===== src/design/pcst_pkg.sv =====
package pcst_pkg;

  // Field widths
  localparam int MODE_W   = 2;
  localparam int BYTE_W   = 8;
  localparam int TMODE_W  = 3;
  localparam int COUNT_W  = 17;
  localparam int POS_W    = 11;
  localparam int STEP_W   = 32;
  localparam int PERIOD_W = 32;

  // Tone and loop constants
  localparam int LOOP_BUFFER_LENGTH = 1792;
  localparam int TIMER_CLOCK_HZ     = 1193182;
  localparam int SAMPLE_RATE_HZ     = 32000;
  localparam int MIN_TONE_COUNT     =
      (TIMER_CLOCK_HZ + (SAMPLE_RATE_HZ / 2) - 1) / (SAMPLE_RATE_HZ / 2);
  localparam int HALF_CLOCK_HZ      = TIMER_CLOCK_HZ / 2;

  // Divider and loop arithmetic widths
  localparam int CLOCK_W    = 21;                  // bits of the timer clock
  localparam int DVD_W      = CLOCK_W + STEP_W;    // clock << 32
  localparam int WHOLE_W    = 31;                  // loop span in timer ticks
  localparam int Q1_W       = 10;                  // whole periods in the span
  localparam int MUL_W      = Q1_W + PERIOD_W;
  localparam int LOOP_Q_W   = 12;                  // span over half clock
  localparam int DIV_CNT_W  = 6;
  localparam int SMP_PROD_W = STEP_W + POS_W;

  // Reciprocal of the half clock, exact for any span of WHOLE_W bits
  localparam int RECIP_SHIFT  = WHOLE_W + $clog2(HALF_CLOCK_HZ);
  localparam int RECIP_PROD_W = WHOLE_W + PERIOD_W;

  localparam logic [63:0] SPAN_FULL =
      64'(LOOP_BUFFER_LENGTH) * 64'(TIMER_CLOCK_HZ);
  localparam logic [63:0] RECIP_FULL =
      ((64'd1 << RECIP_SHIFT) + 64'(HALF_CLOCK_HZ) - 64'd1) / 64'(HALF_CLOCK_HZ);
  localparam logic [WHOLE_W-1:0]  SPAN_VALUE  = SPAN_FULL[WHOLE_W-1:0];
  localparam logic [CLOCK_W-1:0]  CLOCK_VALUE = CLOCK_W'(TIMER_CLOCK_HZ);
  localparam logic [PERIOD_W-1:0] RATE_VALUE  = PERIOD_W'(SAMPLE_RATE_HZ);
  localparam logic [PERIOD_W-1:0] HALF_CLOCK_RECIP = RECIP_FULL[PERIOD_W-1:0];
  localparam logic [COUNT_W-1:0]  MIN_COUNT   = COUNT_W'(MIN_TONE_COUNT);
  localparam logic [POS_W-1:0]    LOOP_RESET  = POS_W'(LOOP_BUFFER_LENGTH);

  // Port bits and sample codes
  localparam int REFRESH_BIT = 4;
  localparam int TOUT_BIT    = 5;
  localparam logic [TMODE_W-1:0] TIMER_SQUARE_MODE = 3'd3;
  localparam logic [BYTE_W-1:0]  SAMPLE_LOW     = 8'd32;
  localparam logic [BYTE_W-1:0]  SAMPLE_HIGH    = 8'd224;
  localparam logic [BYTE_W-1:0]  SAMPLE_SILENCE = 8'd128;

  typedef enum logic [MODE_W-1:0] {
    MODE_PORT_WRITE = 2'd0,
    MODE_PORT_READ  = 2'd1,
    MODE_SAMPLE     = 2'd2
  } mode_e;

  typedef enum logic [1:0] {
    DIV_SPAN,
    DIV_PHASE
  } div_sel_e;

  typedef enum logic [3:0] {
    ST_IDLE,
    ST_DECODE,
    ST_SPAN_GO,
    ST_SPAN_WAIT,
    ST_MUL,
    ST_PHASE_GO,
    ST_PHASE_WAIT,
    ST_EMIT
  } ctrl_state_e;

  typedef struct packed {
    logic     latch_in;
    logic     load_count;
    logic     div_start;
    div_sel_e div_sel;
    logic     store_q1;
    logic     store_whole;
    logic     store_lq;
    logic     store_phase;
    logic     store_loop;
    logic     emit;
  } ctrl_cmd_t;

  typedef struct packed {
    logic recompute;
    logic eff_zero;
    logic div_busy;
    logic out_free;
  } ctrl_status_t;

endpackage


===== src/design/pcst_divider.sv =====
module pcst_divider import pcst_pkg::*; (
  input  logic                 clk_i,
  input  logic                 rst_ni,
  input  logic                 start_i,
  input  logic [DVD_W-1:0]     dividend_i,   // left aligned
  input  logic [PERIOD_W-1:0]  divisor_i,
  input  logic [DIV_CNT_W-1:0] nbits_i,
  output logic                 busy_o,
  output logic [STEP_W-1:0]    quotient_o
);

  logic                 busy_q, busy_d;
  logic [DIV_CNT_W-1:0] cnt_q, cnt_d;
  logic [PERIOD_W-1:0]  rem_q, rem_d;
  logic [PERIOD_W-1:0]  dsr_q, dsr_d;
  logic [DVD_W-1:0]     dvd_q, dvd_d;
  logic [STEP_W-1:0]    quot_q, quot_d;
  logic [PERIOD_W:0]    trial;
  logic [PERIOD_W:0]    diff;
  logic                 fits;

  // One restoring step: bring down the next dividend bit and try a subtract
  always_comb begin
    trial  = {rem_q, dvd_q[DVD_W-1]};
    diff   = trial - {1'b0, dsr_q};
    fits   = trial >= {1'b0, dsr_q};
    busy_d = busy_q;
    cnt_d  = cnt_q;
    rem_d  = rem_q;
    dsr_d  = dsr_q;
    dvd_d  = dvd_q;
    quot_d = quot_q;
    if (start_i) begin
      busy_d = 1'b1;
      cnt_d  = nbits_i;
      rem_d  = '0;
      dsr_d  = divisor_i;
      dvd_d  = dividend_i;
      quot_d = '0;
    end else if (busy_q) begin
      rem_d  = fits ? diff[PERIOD_W-1:0] : trial[PERIOD_W-1:0];
      dvd_d  = {dvd_q[DVD_W-2:0], 1'b0};
      quot_d = {quot_q[STEP_W-2:0], fits};
      cnt_d  = cnt_q - DIV_CNT_W'(1);
      if (cnt_q == DIV_CNT_W'(1)) begin
        busy_d = 1'b0;
      end
    end
  end

  always_ff @(posedge clk_i or negedge rst_ni) begin
    if (!rst_ni) begin
      busy_q <= 1'b0;
      cnt_q  <= '0;
    end else begin
      busy_q <= busy_d;
      cnt_q  <= cnt_d;
    end
  end

  always_ff @(posedge clk_i) begin
    rem_q  <= rem_d;
    dsr_q  <= dsr_d;
    dvd_q  <= dvd_d;
    quot_q <= quot_d;
  end

  assign busy_o     = busy_q;
  assign quotient_o = quot_q;

endmodule


===== src/design/pcst_datapath.sv =====
module pcst_datapath import pcst_pkg::*; (
  input  logic               clk_i,
  input  logic               rst_ni,
  input  ctrl_cmd_t          cmd_i,
  output ctrl_status_t       status_o,
  input  logic [MODE_W-1:0]  mode_i,
  input  logic [BYTE_W-1:0]  write_data_i,
  input  logic [TMODE_W-1:0] timer_mode_i,
  input  logic [COUNT_W-1:0] timer_count_i,
  input  logic               timer_gate_i,
  input  logic               timer_output_i,
  input  logic               out_stall_i,
  output logic               out_valid_o,
  output logic [BYTE_W-1:0]  read_data_o,
  output logic               sample_valid_o,
  output logic [BYTE_W-1:0]  sample_o,
  output logic               gate_to_timer_o,
  output logic               speaker_enable_o
);

  // Held transaction
  logic [MODE_W-1:0]  mode_q, mode_d;
  logic [BYTE_W-1:0]  wdata_q, wdata_d;
  logic [TMODE_W-1:0] tmode_q, tmode_d;
  logic [COUNT_W-1:0] tcount_q, tcount_d;
  logic               tgate_q, tgate_d;
  logic               tout_q, tout_d;

  // Tone state
  logic [COUNT_W-1:0]  tone_q, tone_d;
  logic [POS_W-1:0]    loop_q, loop_d;
  logic [POS_W-1:0]    pos_q, pos_d;
  logic [STEP_W-1:0]   phase_q, phase_d;
  logic                de_q, de_d;
  logic                refresh_q, refresh_d;
  logic                gate_q, gate_d;

  // Loop build intermediates
  logic [PERIOD_W-1:0] period_q, period_d;
  logic [Q1_W-1:0]     q1_q, q1_d;
  logic [WHOLE_W-1:0]  whole_q, whole_d;
  logic [LOOP_Q_W-1:0] lq_q, lq_d;

  // Result register
  logic                out_valid_q, out_valid_d;
  logic [BYTE_W-1:0]   rdata_q, rdata_d;
  logic                sv_q, sv_d;
  logic [BYTE_W-1:0]   smp_q, smp_d;
  logic                ogate_q, ogate_d;
  logic                ospk_q, ospk_d;

  logic [COUNT_W-1:0]   eff_count;
  logic                 square_req;
  logic [MUL_W-1:0]     whole_prod;
  logic [RECIP_PROD_W-1:0] loop_prod;
  logic [SMP_PROD_W-1:0] smp_prod;
  logic [POS_W:0]       pos_next;
  logic [LOOP_Q_W:0]    loop_round;
  logic [DVD_W-1:0]     div_dividend;
  logic [PERIOD_W-1:0]  div_divisor;
  logic [DIV_CNT_W-1:0] div_nbits;
  logic                 div_busy;
  logic [STEP_W-1:0]    div_quot;

  // Clamp short counts to silence and spot a count change
  assign eff_count  = (tcount_q < MIN_COUNT) ? '0 : tcount_q;
  assign square_req = (mode_q == MODE_SAMPLE) && (tmode_q == TIMER_SQUARE_MODE);

  assign status_o.recompute = square_req && (eff_count != tone_q);
  assign status_o.eff_zero  = (eff_count == '0);
  assign status_o.div_busy  = div_busy;
  assign status_o.out_free  = !out_valid_q || !out_stall_i;

  // Route operands to the shared divider
  always_comb begin
    unique case (cmd_i.div_sel)
      DIV_SPAN: begin
        div_dividend = {SPAN_VALUE, (DVD_W - WHOLE_W)'(0)};
        div_divisor  = period_q;
        div_nbits    = DIV_CNT_W'(WHOLE_W);
      end
      DIV_PHASE: begin
        div_dividend = {CLOCK_VALUE, STEP_W'(0)};
        div_divisor  = period_q;
        div_nbits    = DIV_CNT_W'(DVD_W);
      end
      default: begin
        div_dividend = '0;
        div_divisor  = period_q;
        div_nbits    = DIV_CNT_W'(WHOLE_W);
      end
    endcase
  end

  pcst_divider u_divider (
    .clk_i      (clk_i),
    .rst_ni     (rst_ni),
    .start_i    (cmd_i.div_start),
    .dividend_i (div_dividend),
    .divisor_i  (div_divisor),
    .nbits_i    (div_nbits),
    .busy_o     (div_busy),
    .quotient_o (div_quot)
  );

  assign whole_prod = MUL_W'(q1_q) * MUL_W'(period_q);
  // Divide the span by the half clock through its reciprocal
  assign loop_prod  = RECIP_PROD_W'(whole_q) * RECIP_PROD_W'(HALF_CLOCK_RECIP);
  assign smp_prod   = SMP_PROD_W'(phase_q) * SMP_PROD_W'(pos_q);
  assign pos_next   = {1'b0, pos_q} + (POS_W + 1)'(1);
  assign loop_round = ({1'b0, lq_q} + (LOOP_Q_W + 1)'(1)) >> 1;

  always_comb begin
    mode_d      = mode_q;
    wdata_d     = wdata_q;
    tmode_d     = tmode_q;
    tcount_d    = tcount_q;
    tgate_d     = tgate_q;
    tout_d      = tout_q;
    tone_d      = tone_q;
    loop_d      = loop_q;
    pos_d       = pos_q;
    phase_d     = phase_q;
    de_d        = de_q;
    refresh_d   = refresh_q;
    gate_d      = gate_q;
    period_d    = period_q;
    q1_d        = q1_q;
    whole_d     = whole_q;
    lq_d        = lq_q;
    out_valid_d = out_valid_q;
    rdata_d     = rdata_q;
    sv_d        = sv_q;
    smp_d       = smp_q;
    ogate_d     = ogate_q;
    ospk_d      = ospk_q;

    // Capture the incoming transaction
    if (cmd_i.latch_in) begin
      mode_d   = mode_i;
      wdata_d  = write_data_i;
      tmode_d  = timer_mode_i;
      tcount_d = timer_count_i;
      tgate_d  = timer_gate_i;
      tout_d   = timer_output_i;
    end

    // Load a new count and restart the loop
    if (cmd_i.load_count) begin
      tone_d   = eff_count;
      pos_d    = '0;
      period_d = RATE_VALUE * PERIOD_W'(eff_count);
      if (eff_count == '0) begin
        phase_d = '0;
        loop_d  = LOOP_RESET;
      end
    end

    // Collect loop build results
    if (cmd_i.store_q1) begin
      q1_d = div_quot[Q1_W-1:0];
    end
    if (cmd_i.store_whole) begin
      whole_d = whole_prod[WHOLE_W-1:0];
    end
    if (cmd_i.store_lq) begin
      lq_d = loop_prod[RECIP_SHIFT +: LOOP_Q_W];
    end
    if (cmd_i.store_phase) begin
      phase_d = div_quot;
    end
    if (cmd_i.store_loop) begin
      loop_d = loop_round[POS_W-1:0];
    end

    // Retire a taken result
    if (!out_stall_i) begin
      out_valid_d = 1'b0;
    end

    // Apply the transaction and fill the result register
    if (cmd_i.emit) begin
      rdata_d     = '0;
      sv_d        = 1'b0;
      smp_d       = '0;
      out_valid_d = 1'b1;
      unique case (mode_q)
        MODE_PORT_WRITE: begin
          de_d   = wdata_q[1];
          gate_d = wdata_q[0];
          if (wdata_q[0]) begin
            pos_d = '0;
          end
        end
        MODE_PORT_READ: begin
          refresh_d              = ~refresh_q;
          rdata_d[0]             = tgate_q;
          rdata_d[1]             = de_q;
          rdata_d[REFRESH_BIT]   = ~refresh_q;
          rdata_d[TOUT_BIT]      = tout_q;
        end
        MODE_SAMPLE: begin
          if (tmode_q == TIMER_SQUARE_MODE) begin
            sv_d = 1'b1;
            if (tone_q == '0) begin
              smp_d = SAMPLE_SILENCE;
            end else begin
              smp_d = smp_prod[31] ? SAMPLE_LOW : SAMPLE_HIGH;
            end
            if (pos_next >= {1'b0, loop_q}) begin
              pos_d = '0;
            end else begin
              pos_d = pos_next[POS_W-1:0];
            end
          end
        end
        default: begin
        end
      endcase
      ogate_d = gate_d;
      ospk_d  = gate_d & de_d;
    end
  end

  always_ff @(posedge clk_i or negedge rst_ni) begin
    if (!rst_ni) begin
      tone_q      <= '0;
      loop_q      <= LOOP_RESET;
      pos_q       <= '0;
      phase_q     <= '0;
      de_q        <= 1'b0;
      refresh_q   <= 1'b0;
      gate_q      <= 1'b0;
      out_valid_q <= 1'b0;
    end else begin
      tone_q      <= tone_d;
      loop_q      <= loop_d;
      pos_q       <= pos_d;
      phase_q     <= phase_d;
      de_q        <= de_d;
      refresh_q   <= refresh_d;
      gate_q      <= gate_d;
      out_valid_q <= out_valid_d;
    end
  end

  always_ff @(posedge clk_i) begin
    mode_q   <= mode_d;
    wdata_q  <= wdata_d;
    tmode_q  <= tmode_d;
    tcount_q <= tcount_d;
    tgate_q  <= tgate_d;
    tout_q   <= tout_d;
    period_q <= period_d;
    q1_q     <= q1_d;
    whole_q  <= whole_d;
    lq_q     <= lq_d;
    rdata_q  <= rdata_d;
    sv_q     <= sv_d;
    smp_q    <= smp_d;
    ogate_q  <= ogate_d;
    ospk_q   <= ospk_d;
  end

  assign out_valid_o      = out_valid_q;
  assign read_data_o      = rdata_q;
  assign sample_valid_o   = sv_q;
  assign sample_o         = smp_q;
  assign gate_to_timer_o  = ogate_q;
  assign speaker_enable_o = ospk_q;

endmodule


===== src/design/pcst_controller.sv =====
module pcst_controller import pcst_pkg::*; (
  input  logic         clk_i,
  input  logic         rst_ni,
  input  logic         in_valid_i,
  output logic         in_stall_o,
  input  ctrl_status_t status_i,
  output ctrl_cmd_t    cmd_o
);

  ctrl_state_e state_q, state_d;

  // State register
  always_ff @(posedge clk_i or negedge rst_ni) begin
    if (!rst_ni) begin
      state_q <= ST_IDLE;
    end else begin
      state_q <= state_d;
    end
  end

  // Sequence one transaction: decode, optional loop build, emit
  always_comb begin
    state_d    = state_q;
    cmd_o      = '0;
    in_stall_o = 1'b1;
    unique case (state_q)
      ST_IDLE: begin
        in_stall_o = 1'b0;
        if (in_valid_i) begin
          cmd_o.latch_in = 1'b1;
          state_d        = ST_DECODE;
        end
      end
      ST_DECODE: begin
        if (status_i.recompute) begin
          cmd_o.load_count = 1'b1;
          state_d          = status_i.eff_zero ? ST_EMIT : ST_SPAN_GO;
        end else begin
          state_d = ST_EMIT;
        end
      end
      ST_SPAN_GO: begin
        cmd_o.div_sel   = DIV_SPAN;
        cmd_o.div_start = 1'b1;
        state_d         = ST_SPAN_WAIT;
      end
      ST_SPAN_WAIT: begin
        cmd_o.div_sel = DIV_SPAN;
        if (!status_i.div_busy) begin
          cmd_o.store_q1 = 1'b1;
          state_d        = ST_MUL;
        end
      end
      ST_MUL: begin
        cmd_o.store_whole = 1'b1;
        state_d           = ST_PHASE_GO;
      end
      // Start the phase division and take the loop quotient alongside it
      ST_PHASE_GO: begin
        cmd_o.div_sel   = DIV_PHASE;
        cmd_o.div_start = 1'b1;
        cmd_o.store_lq  = 1'b1;
        state_d         = ST_PHASE_WAIT;
      end
      ST_PHASE_WAIT: begin
        cmd_o.div_sel = DIV_PHASE;
        if (!status_i.div_busy) begin
          cmd_o.store_phase = 1'b1;
          cmd_o.store_loop  = 1'b1;
          state_d           = ST_EMIT;
        end
      end
      ST_EMIT: begin
        if (status_i.out_free) begin
          cmd_o.emit = 1'b1;
          state_d    = ST_IDLE;
        end
      end
      default: begin
        state_d = ST_IDLE;
      end
    endcase
  end

endmodule


===== src/design/pc_speaker_tone_generator_unit.sv =====
// Path: an accepted transaction is decoded, then emitted into the result register;
// a sample with a new nonzero count first runs two bit-serial divisions of 31 and
// 53 bits on one divider. A new transaction is taken only when idle, after the
// last is emitted; the result register lets it enter while a result waits.
// Reset: asynchronous active low; silent 1792-sample loop, port bits cleared.
module pc_speaker_tone_generator_unit import pcst_pkg::*; (
  input  logic               clk_i,
  input  logic               rst_ni,
  input  logic               in_valid_i,
  output logic               in_stall_o,
  input  logic [MODE_W-1:0]  mode_i,
  input  logic [BYTE_W-1:0]  write_data_i,
  input  logic [TMODE_W-1:0] timer_mode_i,
  input  logic [COUNT_W-1:0] timer_count_i,
  input  logic               timer_gate_i,
  input  logic               timer_output_i,
  output logic               out_valid_o,
  input  logic               out_stall_i,
  output logic [BYTE_W-1:0]  read_data_o,
  output logic               sample_valid_o,
  output logic [BYTE_W-1:0]  sample_o,
  output logic               gate_to_timer_o,
  output logic               speaker_enable_o
);

  ctrl_cmd_t    cmd;
  ctrl_status_t status;

  pcst_controller u_controller (
    .clk_i      (clk_i),
    .rst_ni     (rst_ni),
    .in_valid_i (in_valid_i),
    .in_stall_o (in_stall_o),
    .status_i   (status),
    .cmd_o      (cmd)
  );

  pcst_datapath u_datapath (
    .clk_i            (clk_i),
    .rst_ni           (rst_ni),
    .cmd_i            (cmd),
    .status_o         (status),
    .mode_i           (mode_i),
    .write_data_i     (write_data_i),
    .timer_mode_i     (timer_mode_i),
    .timer_count_i    (timer_count_i),
    .timer_gate_i     (timer_gate_i),
    .timer_output_i   (timer_output_i),
    .out_stall_i      (out_stall_i),
    .out_valid_o      (out_valid_o),
    .read_data_o      (read_data_o),
    .sample_valid_o   (sample_valid_o),
    .sample_o         (sample_o),
    .gate_to_timer_o  (gate_to_timer_o),
    .speaker_enable_o (speaker_enable_o)
  );

endmodule


===== config.mk =====
export PLATFORM = sky130hd
export DESIGN_NAME = pc_speaker_tone_generator_unit
export DESIGN_NICKNAME = d
export VERILOG_FILES = /design/src/design/pcst_pkg.sv /design/src/design/pcst_divider.sv /design/src/design/pcst_datapath.sv /design/src/design/pcst_controller.sv /design/src/design/pc_speaker_tone_generator_unit.sv
export SDC_FILE = /design/constraint.sdc
export NUM_CORES = 2
export LEC_CHECK = 0
export BUFFER_PORTS_ARGS = -buffer_cell sky130_fd_sc_hd__buf_2
export CORE_UTILIZATION = 47
export DETAILED_ROUTE_END_ITERATION = 7
export PLACE_DENSITY = 0.67
export SKIP_CTS_REPAIR_TIMING = 1
export SYNTH_ARGS = -nofsm -noshare
export SYNTH_HDL_FRONTEND = slang
export SYNTH_SLANG_ARGS = --single-unit

===== constraint.sdc =====
create_clock -name clk_i -period 7.3 [get_ports clk_i]
set_clock_uncertainty 0.15 [all_clocks]
set_input_delay 1.095 -clock clk_i [delete_from_list [all_inputs] [get_ports clk_i]]
set_output_delay 1.095 -clock clk_i [all_outputs]
set_load 0.02 [all_outputs]

==> reports/summary.txt <==
==============================================================================
Status ..........................................................    completed
Startpoint class of the critical path ...........................     register
H-Tree Depth ....................................................            2
Starting density of the core ....................................        47.4%
Worst path arrival time .........................................      7.15 ns
Mapped cell area ................................................    40400 µm²
Number of ports placed on the die boundary ......................           57
Die Area ........................................................    87100 µm²
Pin count of the biggest net entering global routing ............           79
Antenna violations before repair ................................            1
Growth of design area from synthesis to finish ..................        6.81%
Slew headroom ...................................................        16.7%
Worst-path maximum fanout .......................................            5
Post-synth ARST share ...........................................        28.3%
Post-DR vias/cell ...............................................         5.20
Clock tree from TritonCTS .......................................        built
Global Route met2 Usage .........................................        37.0%
Post-synthesis sequential element count .........................          300
Final estimated routing congestion in global placement ..........        0.976
Met1 track demand over resource .................................        29.5%
Commonest cells in the synthesized netlist ...................... inv_1, fa_1, ha_1
Overall overflow remaining after global route ...................            0
Total count of max-transition violations in the final report ....            0
Final-layout setup total negative slack .........................         0 ns
Portion of the post-synthesis area used by sequential elements ..        19.7%
Most repeated cell in the gate-level netlist after synthesis ....        inv_1
Number of nets in the layout ....................................         5220
Number of antenna repair diodes .................................            0
Antenna Nets Post-Route .........................................            0
Clock network latency to the later pin of the worst-skew pair ...      0.54 ns
Count of unique library cells instantiated by Yosys .............           77
Final setup vio count ...........................................            0
Cell count after synthesis ......................................         4027
Post-detailed-route DRC marker count ............................            0
Footprint of the multi-input gates ..............................    28600 µm²
Met3 global-route usage .........................................        3.16%
Average footprint of a synthesized cell .........................     10.0 µm²
Cell type contributing the most total cell area after synthesis .         fa_1
Worst min-delay path class ...................................... input port to asynchronous set/reset pin
Layer with the highest usage ....................................         met2
Final Hold Viols ................................................            0
Path depth of the worst reg2reg path ............................           22
Max clock buf depth .............................................            3
Buffer type at the clock tree root ..............................    clkbuf_16
Die Y ...........................................................       295 µm
Global routing usage summed across all routing layers ...........        22.1%
Yosys warns .....................................................            0
Max_cap viols ...................................................            0
Final-layout fill cell count ....................................         7824
Share of layout cells above drive strength 1 ....................        4.82%
Wire length of the first global-routing pass ....................    151000 µm
Dominant cells by area after synthesis .......................... fa_1, ha_1, edfxtp_1
Wire length after detailed routing ..............................     91100 µm
Average detailed-routed wire length per instance ................      17.5 µm
Critical path class ............................................. register to register
Unrepaired setup endpoints after global routing .................           no
Row cnt .........................................................          107
Placeable Area ..................................................    85100 µm²
Critical path endpoint category .................................     register
Number of clock sinks ...........................................          300
Commonest register cell after synthesis .........................     edfxtp_1
Initial DRT Pass Iterations .....................................            5
Count of flip-flops with a built-in enable after synthesis ......          151
Post-DP HPWL ....................................................     74800 µm
Number of clock buffers inserted by TritonCTS ...................           34
Top-area cell type share of the netlist area ....................        33.4%
Clock slew at reported path FFs .................................      0.06 ns
Flip-flop and latch area ........................................     7950 µm²
Peak Freq .......................................................      142 MHz
Worst slew pin tran .............................................      1.24 ns
Count of buffers from port buffering ............................           41
Tcrit/Tclk final ................................................        96.4%
Die boundary width ..............................................       295 µm
Shortest period the worst path allows ...........................      7.03 ns
Number of global-route vias before repair .......................        28700
Initial DRC Count ...............................................         1466
Required @ worst endpoint .......................................      7.42 ns
Via total after detailed routing ................................        27100
==============================================================================
## cells in the final DEF, fill, tap and decap left out, types with 6 or more instances in the layout
cell / Yosys / routed
nor4_1: 15 / 15
and2_1: 196 / 196
dfrtp_1: 82 / 81
mux2i_1: 60 / 60
a21oi_1: 97 / 97
buf_2: 2 / 40
xor2_1: 45 / 45
nor3_1: 29 / 29
inv_1: 853 / 853
and3_1: 16 / 16
o21ai_0: 99 / 99
clkbuf_1: 132 / 11
nand2b_1: 15 / 15
nand2_1: 410 / 410
o21a_1: 21 / 21
o31ai_1: 9 / 9
o41ai_1: 7 / 7
a22o_1: 40 / 40
a22oi_1: 6 / 6
ha_1: 470 / 470
edfxtp_1: 151 / 151
dfxtp_1: 64 / 64
o21bai_1: 14 / 14
xnor2_1: 103 / 103
nand3_1: 30 / 30
nand4_1: 23 / 23
nor2b_1: 17 / 17
a31oi_1: 6 / 6
fa_1: 673 / 673
buf_4: 11 / 81
or3_1: 12 / 12
clkbuf_16: 0 / 36
a211oi_1: 20 / 20
a21o_1: 40 / 40
conb_1: 1 / 9
nor2_1: 154 / 151
o211ai_1: 9 / 9
## routing by layer
metal	vias to the layer above	routed length [µm]
met4	2	3280
met2	603	43700
met1	13700	39300
met3	173	4860
met5	-	11
li1	12600	-
## area by class of cell
| class | count | area share (%) |
|---|---|---|
| inverter | 856 | 7.45 |
| multi-input combinational | 2728 | 66.4 |
| sequential | 300 | 18.4 |
| tap | 1144 | 3.32 |
| timing repair buffer | 121 | 1.87 |
| clock inverter | 12 | 0.299 |
| clock buffer | 49 | 2.25 |
## critical path, cell delays in order, from the launching register on
cell and delay [ns]:
edfxtp_1 0.50, fa_1 0.67, inv_1 0.08, fa_1 0.50
inv_1 0.05, fa_1 0.56, fa_1 0.47, fa_1 0.47
fa_1 0.51, inv_1 0.05, fa_1 0.47, inv_1 0.04
ha_1 0.31, a21o_1 0.17, a21o_1 0.19, a221o_1 0.29
o41ai_1 0.35, buf_4 0.21, o21ai_0 0.10, buf_4 0.17
a21oi_1 0.21, o21ba_2 0.16, xnor2_1 0.09
## sequential cells by signal (all words and copies together), names as in the netlist, 3 cells and up
signal,flops
u_datapath.pos_q,11
u_controller.state_q,3
u_datapath.tmode_q,3
u_datapath.loop_q,11
u_datapath.tone_q,17
u_datapath.u_divider.dsr_q,24
u_datapath.whole_q,23
u_datapath.q1_q,10
u_datapath.lq_q,12
u_datapath.sample_o,3
u_datapath.u_divider.quotient_o,32
u_datapath.tcount_q,17
u_datapath.u_divider.rem_q,32
u_datapath.u_divider.dvd_q,22
u_datapath.div_divisor,24
u_datapath.read_data_o,4
u_datapath.phase_q,32
u_datapath.u_divider.cnt_q,6
## final timing paths
path                                                            end                            startpoint  slack [ns]
setup / recovery                      u_datapath.lq_q[11]$_DFFE_PP_      u_datapath.whole_q[10]$_DFFE_PP_        0.27
hold / removal                   u_datapath.phase_q[28]$_DFFE_PN0P_                                rst_ni        0.23
setup reg to reg                      u_datapath.lq_q[11]$_DFFE_PP_      u_datapath.whole_q[10]$_DFFE_PP_        0.27
hold reg to reg            u_datapath.u_divider.dsr_q[31]$_DFFE_PN_  u_datapath.div_divisor[31]$_DFFE_PP_        0.27
max in group asynchronous     u_datapath.u_divider.busy_o$_DFF_PN0_                                rst_ni        5.41
min in group clk_i         u_datapath.u_divider.dsr_q[31]$_DFFE_PN_  u_datapath.div_divisor[31]$_DFFE_PP_        0.27
## stage by stage
step                      hold WS (ns)  instances  util [%]  worst slack (ns)  area (µm²)
final                            0.230       5210      50.6             0.266       43100
after global routing             0.216       5210      50.6           0.00378       43100
after CTS                        0.210       5210      50.6             0.295       43100
after detailed placement         0.260       5149      49.3             0.278       42000
after global placement           0.255       5149      49.3             0.372       42000
after floorplan                  0.250       4035         -             0.801       40400
## cells by family after synthesis
logic type,synth area share [%]
fa+ha+maj,48.0
buf+inv,9.55
simple gates,11.2
compound gates,6.88
flops,19.7
xor+xnor,3.21
mux,1.52
other cells,0.00929
Power is not shown: default switching activity piles up to over one toggle a cycle in this logic, so the estimate is an artifact.
